===== config.mk =====
export PLATFORM = sky130hd
export DESIGN_NAME = ggcs_ctrl
export DESIGN_NICKNAME = d
export VERILOG_FILES = /design/src/sv/ggcs_pkg.sv /design/src/sv/ggcs_ctrl.sv
export SDC_FILE = /design/constraint.sdc
export NUM_CORES = 1
export LEC_CHECK = 0
export BUFFER_PORTS_ARGS = -buffer_cell sky130_fd_sc_hd__buf_2
export CORE_MARGIN = 1.5
export CORE_UTILIZATION = 35
export CTS_CLUSTER_DIAMETER = 120
export DETAILED_ROUTE_END_ITERATION = 7
export GPL_TIMING_DRIVEN = 0
export PLACE_DENSITY_LB_ADDON = 0.3
export SETUP_SLACK_MARGIN = 0.02
export SLEW_MARGIN = 20
export SYNTH_ARGS = -nofsm -noshare
export SYNTH_HDL_FRONTEND = slang
export SYNTH_SLANG_ARGS = --single-unit
export TNS_END_PERCENT = 50

===== constraint.sdc =====
create_clock -name i_clk -period 1.6 [get_ports i_clk]
set_clock_uncertainty 0.05 [all_clocks]
set_input_delay 0.32 -clock i_clk [delete_from_list [all_inputs] [get_ports i_clk]]
set_output_delay 0.32 -clock i_clk [all_outputs]
set_load 0.05 [all_outputs]

===== src/sv/ggcs_pkg.sv =====
package ggcs_pkg;

    // largest grid edge the occupancy map is built for
    localparam int C_MAX_DIM  = 32;
    localparam int C_AW       = $clog2(C_MAX_DIM);
    localparam int C_ROWS     = C_MAX_DIM * C_MAX_DIM;
    localparam int C_ROW_AW   = 2 * C_AW;

    // field widths fixed by the interface
    localparam int C_CW       = 5;
    localparam int C_TAG_W    = 16;
    localparam int C_CFG_W    = 6;
    // neighbour arithmetic: coordinate plus offset, and grid sizes up to the map edge
    localparam int C_NW       = C_CW + 2;

    localparam int C_IN_W     = 32;
    localparam int C_OUT_W    = 24;

    // register indexes
    localparam logic [1:0] C_REG_X = 2'd0;
    localparam logic [1:0] C_REG_Y = 2'd1;
    localparam logic [1:0] C_REG_Z = 2'd2;

    localparam logic [C_CFG_W-1:0] C_CFG_RESET = 6'd32;

    // opcodes
    localparam logic C_OP_INSERT = 1'b0;
    localparam logic C_OP_CLEAR  = 1'b1;

    // scan steps over the nine rows of the neighbourhood
    localparam logic [3:0] C_LAST_STEP   = 4'd8;
    localparam logic [3:0] C_CENTER_STEP = 4'd4;

    typedef struct packed {
        logic                load;
        logic                rd_issue;
        logic [3:0]          rd_step;
        logic                clr_wr;
        logic [C_ROW_AW-1:0] clr_row;
        logic                wr_center;
        logic                out_load;
    } t_dp_cmd;

    typedef struct packed {
        logic in_clear;
        logic in_oor;
        logic out_free;
    } t_dp_sts;

    // step to y offset index (0..2 meaning -1..+1)
    function automatic logic [1:0] f_step_dy(input logic [3:0] step);
        logic [1:0] r;
        case (step)
            4'd0, 4'd3, 4'd6: r = 2'd0;
            4'd1, 4'd4, 4'd7: r = 2'd1;
            default:          r = 2'd2;
        endcase
        return r;
    endfunction

    // step to z offset index
    function automatic logic [1:0] f_step_dz(input logic [3:0] step);
        logic [1:0] r;
        case (step)
            4'd0, 4'd1, 4'd2: r = 2'd0;
            4'd3, 4'd4, 4'd5: r = 2'd1;
            default:          r = 2'd2;
        endcase
        return r;
    endfunction

    // effective grid size: zero acts as one, clamp to the map edge
    function automatic logic [C_NW-1:0] f_eff_size(input logic [C_CFG_W-1:0] v);
        logic [C_NW-1:0] w;
        logic [C_NW-1:0] r;
        w = C_NW'(v);
        if (w == '0) begin
            r = C_NW'(1);
        end else if (w > C_NW'(C_MAX_DIM)) begin
            r = C_NW'(C_MAX_DIM);
        end else begin
            r = w;
        end
        return r;
    endfunction

endpackage


===== src/sv/ggcs_ctrl.sv =====
module ggcs_ctrl
    import ggcs_pkg::*;
(
    input  logic    i_clk,
    input  logic    i_rst_n,
    input  logic    i_s_valid,
    input  t_dp_sts i_sts,
    output logic    o_s_ready,
    output t_dp_cmd o_cmd
);

    typedef enum logic [2:0] {
        S_CLEAR,
        S_IDLE,
        S_SCAN,
        S_LAST,
        S_WRITE,
        S_DONE
    } t_state;

    localparam logic [C_ROW_AW-1:0] C_LAST_ROW = C_ROW_AW'(C_ROWS - 1);

    t_state              r_state;
    logic [C_ROW_AW-1:0] r_row;
    logic [3:0]          r_step;

    always_comb begin
        o_cmd     = '0;
        o_s_ready = (r_state == S_IDLE);
        case (r_state)
            S_CLEAR: begin
                o_cmd.clr_wr  = 1'b1;
                o_cmd.clr_row = r_row;
            end
            S_IDLE: begin
                o_cmd.load = i_s_valid;
            end
            S_SCAN: begin
                o_cmd.rd_issue = 1'b1;
                o_cmd.rd_step  = r_step;
            end
            S_WRITE: begin
                o_cmd.wr_center = 1'b1;
            end
            S_DONE: begin
                o_cmd.out_load = i_sts.out_free;
            end
            default: begin
                o_cmd = '0;
            end
        endcase
    end

    always_ff @(posedge i_clk) begin
        if (!i_rst_n) begin
            r_state <= S_CLEAR;
            r_row   <= '0;
            r_step  <= '0;
        end else begin
            case (r_state)
                S_CLEAR: begin
                    r_row <= r_row + 1'b1;
                    if (r_row == C_LAST_ROW) begin
                        r_state <= S_IDLE;
                    end
                end
                S_IDLE: begin
                    if (i_s_valid) begin
                        if (i_sts.in_clear) begin
                            r_row   <= '0;
                            r_state <= S_CLEAR;
                        end else if (i_sts.in_oor) begin
                            r_state <= S_DONE;
                        end else begin
                            r_step  <= '0;
                            r_state <= S_SCAN;
                        end
                    end
                end
                S_SCAN: begin
                    r_step <= r_step + 1'b1;
                    if (r_step == C_LAST_STEP) begin
                        r_state <= S_LAST;
                    end
                end
                S_LAST: begin
                    r_state <= S_WRITE;
                end
                S_WRITE: begin
                    r_state <= S_DONE;
                end
                S_DONE: begin
                    if (i_sts.out_free) begin
                        r_state <= S_IDLE;
                    end
                end
                default: begin
                    r_state <= S_IDLE;
                end
            endcase
        end
    end

    // single map port: never a read and a write in one cycle
    a_one_port: assert property (@(posedge i_clk) disable iff (!i_rst_n)
        !(o_cmd.rd_issue && (o_cmd.clr_wr || o_cmd.wr_center)))
        else $error("map read and write collide");

    // a result is only loaded into a free output slot
    a_out_free: assert property (@(posedge i_clk) disable iff (!i_rst_n)
        o_cmd.out_load |-> i_sts.out_free)
        else $error("result loaded over a waiting word");

    // a clear opcode starts the clearing pass and blocks input
    a_clear_blocks: assert property (@(posedge i_clk) disable iff (!i_rst_n)
        (o_s_ready && i_s_valid && i_sts.in_clear) |=> !o_s_ready)
        else $error("input taken during clearing pass");

    // scan never runs past the ninth row
    a_step_bound: assert property (@(posedge i_clk) disable iff (!i_rst_n)
        o_cmd.rd_issue |-> (o_cmd.rd_step <= C_LAST_STEP))
        else $error("scan step out of bounds");

endmodule


==> results.sh <==
export IMPL_total_power_mw=0.7777
export IMPL_timing_rr_end="r_row[6]"
export IMPL_row_count=20
export IMPL_tightest_slew_ns=0.4161
export IMPL_cp_max_fo=5
export IMPL_dp_worst_setup_slack_ns=-0.1253
export IMPL_nets=188
export IMPL_synth_area_leader_cell="dfxtp_1"
export IMPL_cts_buffers=3
export IMPL_hp_start="i_sts[0]"
export IMPL_critPathLaunchType="flip-flop"
export IMPL_globalplace_congestion=0.7281
export IMPL_num_fill_cells=270
export IMPL_ctsHoldBuffers=0
export IMPL_synth_top_area_share_pct=30.19
export IMPL_cts_htree_levels=1
export IMPL_hpwl_mm=1.953
export IMPL_grt_pass1_wl_mm=4.609
export IMPL_final_layout_size_suffix_gt1_share_pct=43.26
export IMPL_gr_total_overflow=0
export IMPL_ys_ff_latch=17
export IMPL_die_area_mm2=0.003571
export IMPL_irDropWorstVdd_mv=0.2247
export IMPL_grt_pass1_vias=1039
export IMPL_period_share_pct=116.3
export IMPL_synth_area_leaders="dfxtp_1 30%, and2_1 6.7%, mux2i_1 4.4%"
export IMPL_synth_distinct_cells=38
export IMPL_drt_total_wl_mm=2.998
export IMPL_cts_buffer_depth=2
export IMPL_die_h_um=59.76
export IMPL_setup_viol=20
export IMPL_whs_path_depth=4
export IMPL_violations="negative setup slack"
export IMPL_wl_met1_mm=1.377
export IMPL_p_leak_nw=0.6418
export IMPL_clk_insertion_delay_late_ns=0.29
export IMPL_hp_class="in -> reg"
export IMPL_async_flop_share_pct=0
export IMPL_synth_common_cells="17 x dfxtp_1, 12 x and2_1, 9 x a21oi_1, 9 x o21ai_0, 7 x inv_1"
export IMPL_ant_nets=0
export IMPL_wire_per_inst_um=13.50
export IMPL_grt_max_degree=13
export IMPL_drv_cap=0
export IMPL_arrival_ns=1.49
export IMPL_start_util_pct=36.93
export IMPL_slew_violations=0
export IMPL_status="finished with violations"
export IMPL_wl_met2_mm=1.521
export IMPL_relSlewSlack_pct=72.00
export IMPL_synth_most_common_cell="dfxtp_1"
export IMPL_drtPass1Iterations=5
export IMPL_core_area_mm2=0.003053
export IMPL_yosysWarningCount=0
export IMPL_syn_instance_count=138
export IMPL_dr_first_iter_drc_count=41
export IMPL_root_buffer="clkbuf_4"
export IMPL_synthesis_nets=147
export IMPL_synth_edf_count=0
export IMPL_numPortBuffers=25
export IMPL_n_antenna_cell=0
export IMPL_rsz0062_at_grt="yes"
export IMPL_viasPerCell=5.162
export IMPL_hold_slack_ns=0.2883
export IMPL_crit_type="reg -> out"
export IMPL_cts_sinks=17
export IMPL_reg2reg_depth=4
export IMPL_min_to="r_state[2]"
export IMPL_grt_use_total_pct=16.73
export IMPL_finalSetupTns_ns=-3.932
export IMPL_drc=0
export IMPL_synthFlopType="dfxtp_1"
export IMPL_rrSetupSlack_ns=0.06
export IMPL_power_density_mw_per_mm2=449.1
export IMPL_r2r_start="r_state[2]"
export IMPL_syn_avg_cell_area_um2=8.169
export IMPL_ios=26
export IMPL_path_clk_slew_ns=0.10
export IMPL_die_width_um=59.76
export IMPL_period_minus_slack_ns=1.861
export IMPL_vias=1146
export IMPL_required_ns=1.23
export IMPL_fmax_mhz=537.3
export IMPL_antenna_found_initial=0
export IMPL_post_dp_cell_area_mm2=0.001385
export IMPL_fin_area_mm2=0.001732
export IMPL_hold_viol=0
export IMPL_area_delta_synth_final_pct=53.61
export IMPL_cts_tree="done"
export IMPL_met3_length_um=76
export IMPL_setup_slack_ns=-0.2610
export IMPL_synth_seq_area_share_pct=30.19
export IMPL_end_kind="output port"
export IMPL_highest_layer="met4"
export IMPL_syn_area_mm2=0.001127
## registers in the layout (all words and copies together) (netlist names)
name,flops
r_row,10
r_state,3
r_step,4
## critical path, stage by stage, from the launching register on
cell and delay (ns):
dfxtp_2 0.35, buf_8 0.12, nor3_4 0.27, buf_6 0.17
and2_4 0.15, buf_8 0.14
## what timing repair did
item,in CTS,in global routing
setup buffers,4,7
pin swaps,6,4
gates cloned,0,1
resized for setup,45,32
setup endpoints to repair,20,27
## cells in the final DEF (no fill, tap or decap), types with 5 or more instances in the layout
master and instances:
buf_8 15, nand2_1 5, nor2b_1 6, dfxtp_1 12
o21ai_0 7, buf_4 10, inv_1 6, mux2i_1 5
buf_2 6, and2_4 11, o211ai_1 6, buf_6 11
a21oi_1 9
## metal layers
layer,up-vias,global-route usage (%)
met5,-,0
met4,0,5.079
met3,4,2.597
met2,15,26.86
met1,545,22.94
li1,582,-
## power breakdown
part           switching (mW)  total [mW]  internal, mW
combinational          0.0579       0.101        0.0431
sequential            0.00895       0.438         0.429
clock                   0.142       0.239        0.0971
## how the worst max path moves through the flow
stage | slack [ns] | startpoint | end | cells past startpoint
2_1_floorplan | -0.16 | r_state[2] | o_cmd[15] | 3
3_3_place_gp | -0.14 | r_state[0] | o_cmd[9] | 5
3_5_place_dp | -0.13 | r_state[0] | o_cmd[9] | 5
4_1_cts | -0.25 | r_state[1] | o_cmd[9] | 5
5_1_grt | -0.31 | r_state[0] | o_cmd[10] | 5
6_report | -0.26 | r_state[0] | o_cmd[8] | 5
## metrics by stage
stage,utilization [%],std cells
6_report,56.72,222
3_3_place_gp,45.37,207
3_5_place_dp,45.37,207
2_1_floorplan,-,138
4_1_cts,51.56,214
5_1_grt,56.72,222
## cell families after synthesis
family                     Yosys count  share of synthesized area, %
xor gates and xnor gates             2                         1.554
muxes                                5                         4.440
adders and majority gates            3                         3.330
DFF                                 17                         30.19
and+or+nand+nor                     61                         34.96
AOI/OAI and AO/OA                   34                         18.98
buffers and inverters               16                         6.548
## final cells by class
class	instances	area, µm²	area share [%]
buffer	8	72.57	4.191
clock buffer	4	26.28	1.517
inverter	7	30.03	1.734
multi-input combinational	105	789.5	45.59
sequential	17	349.1	20.16
tap	44	55.05	3.179
timing repair buffer	37	409.1	23.63
No activity file was read; power rests on OpenSTA's default activity.
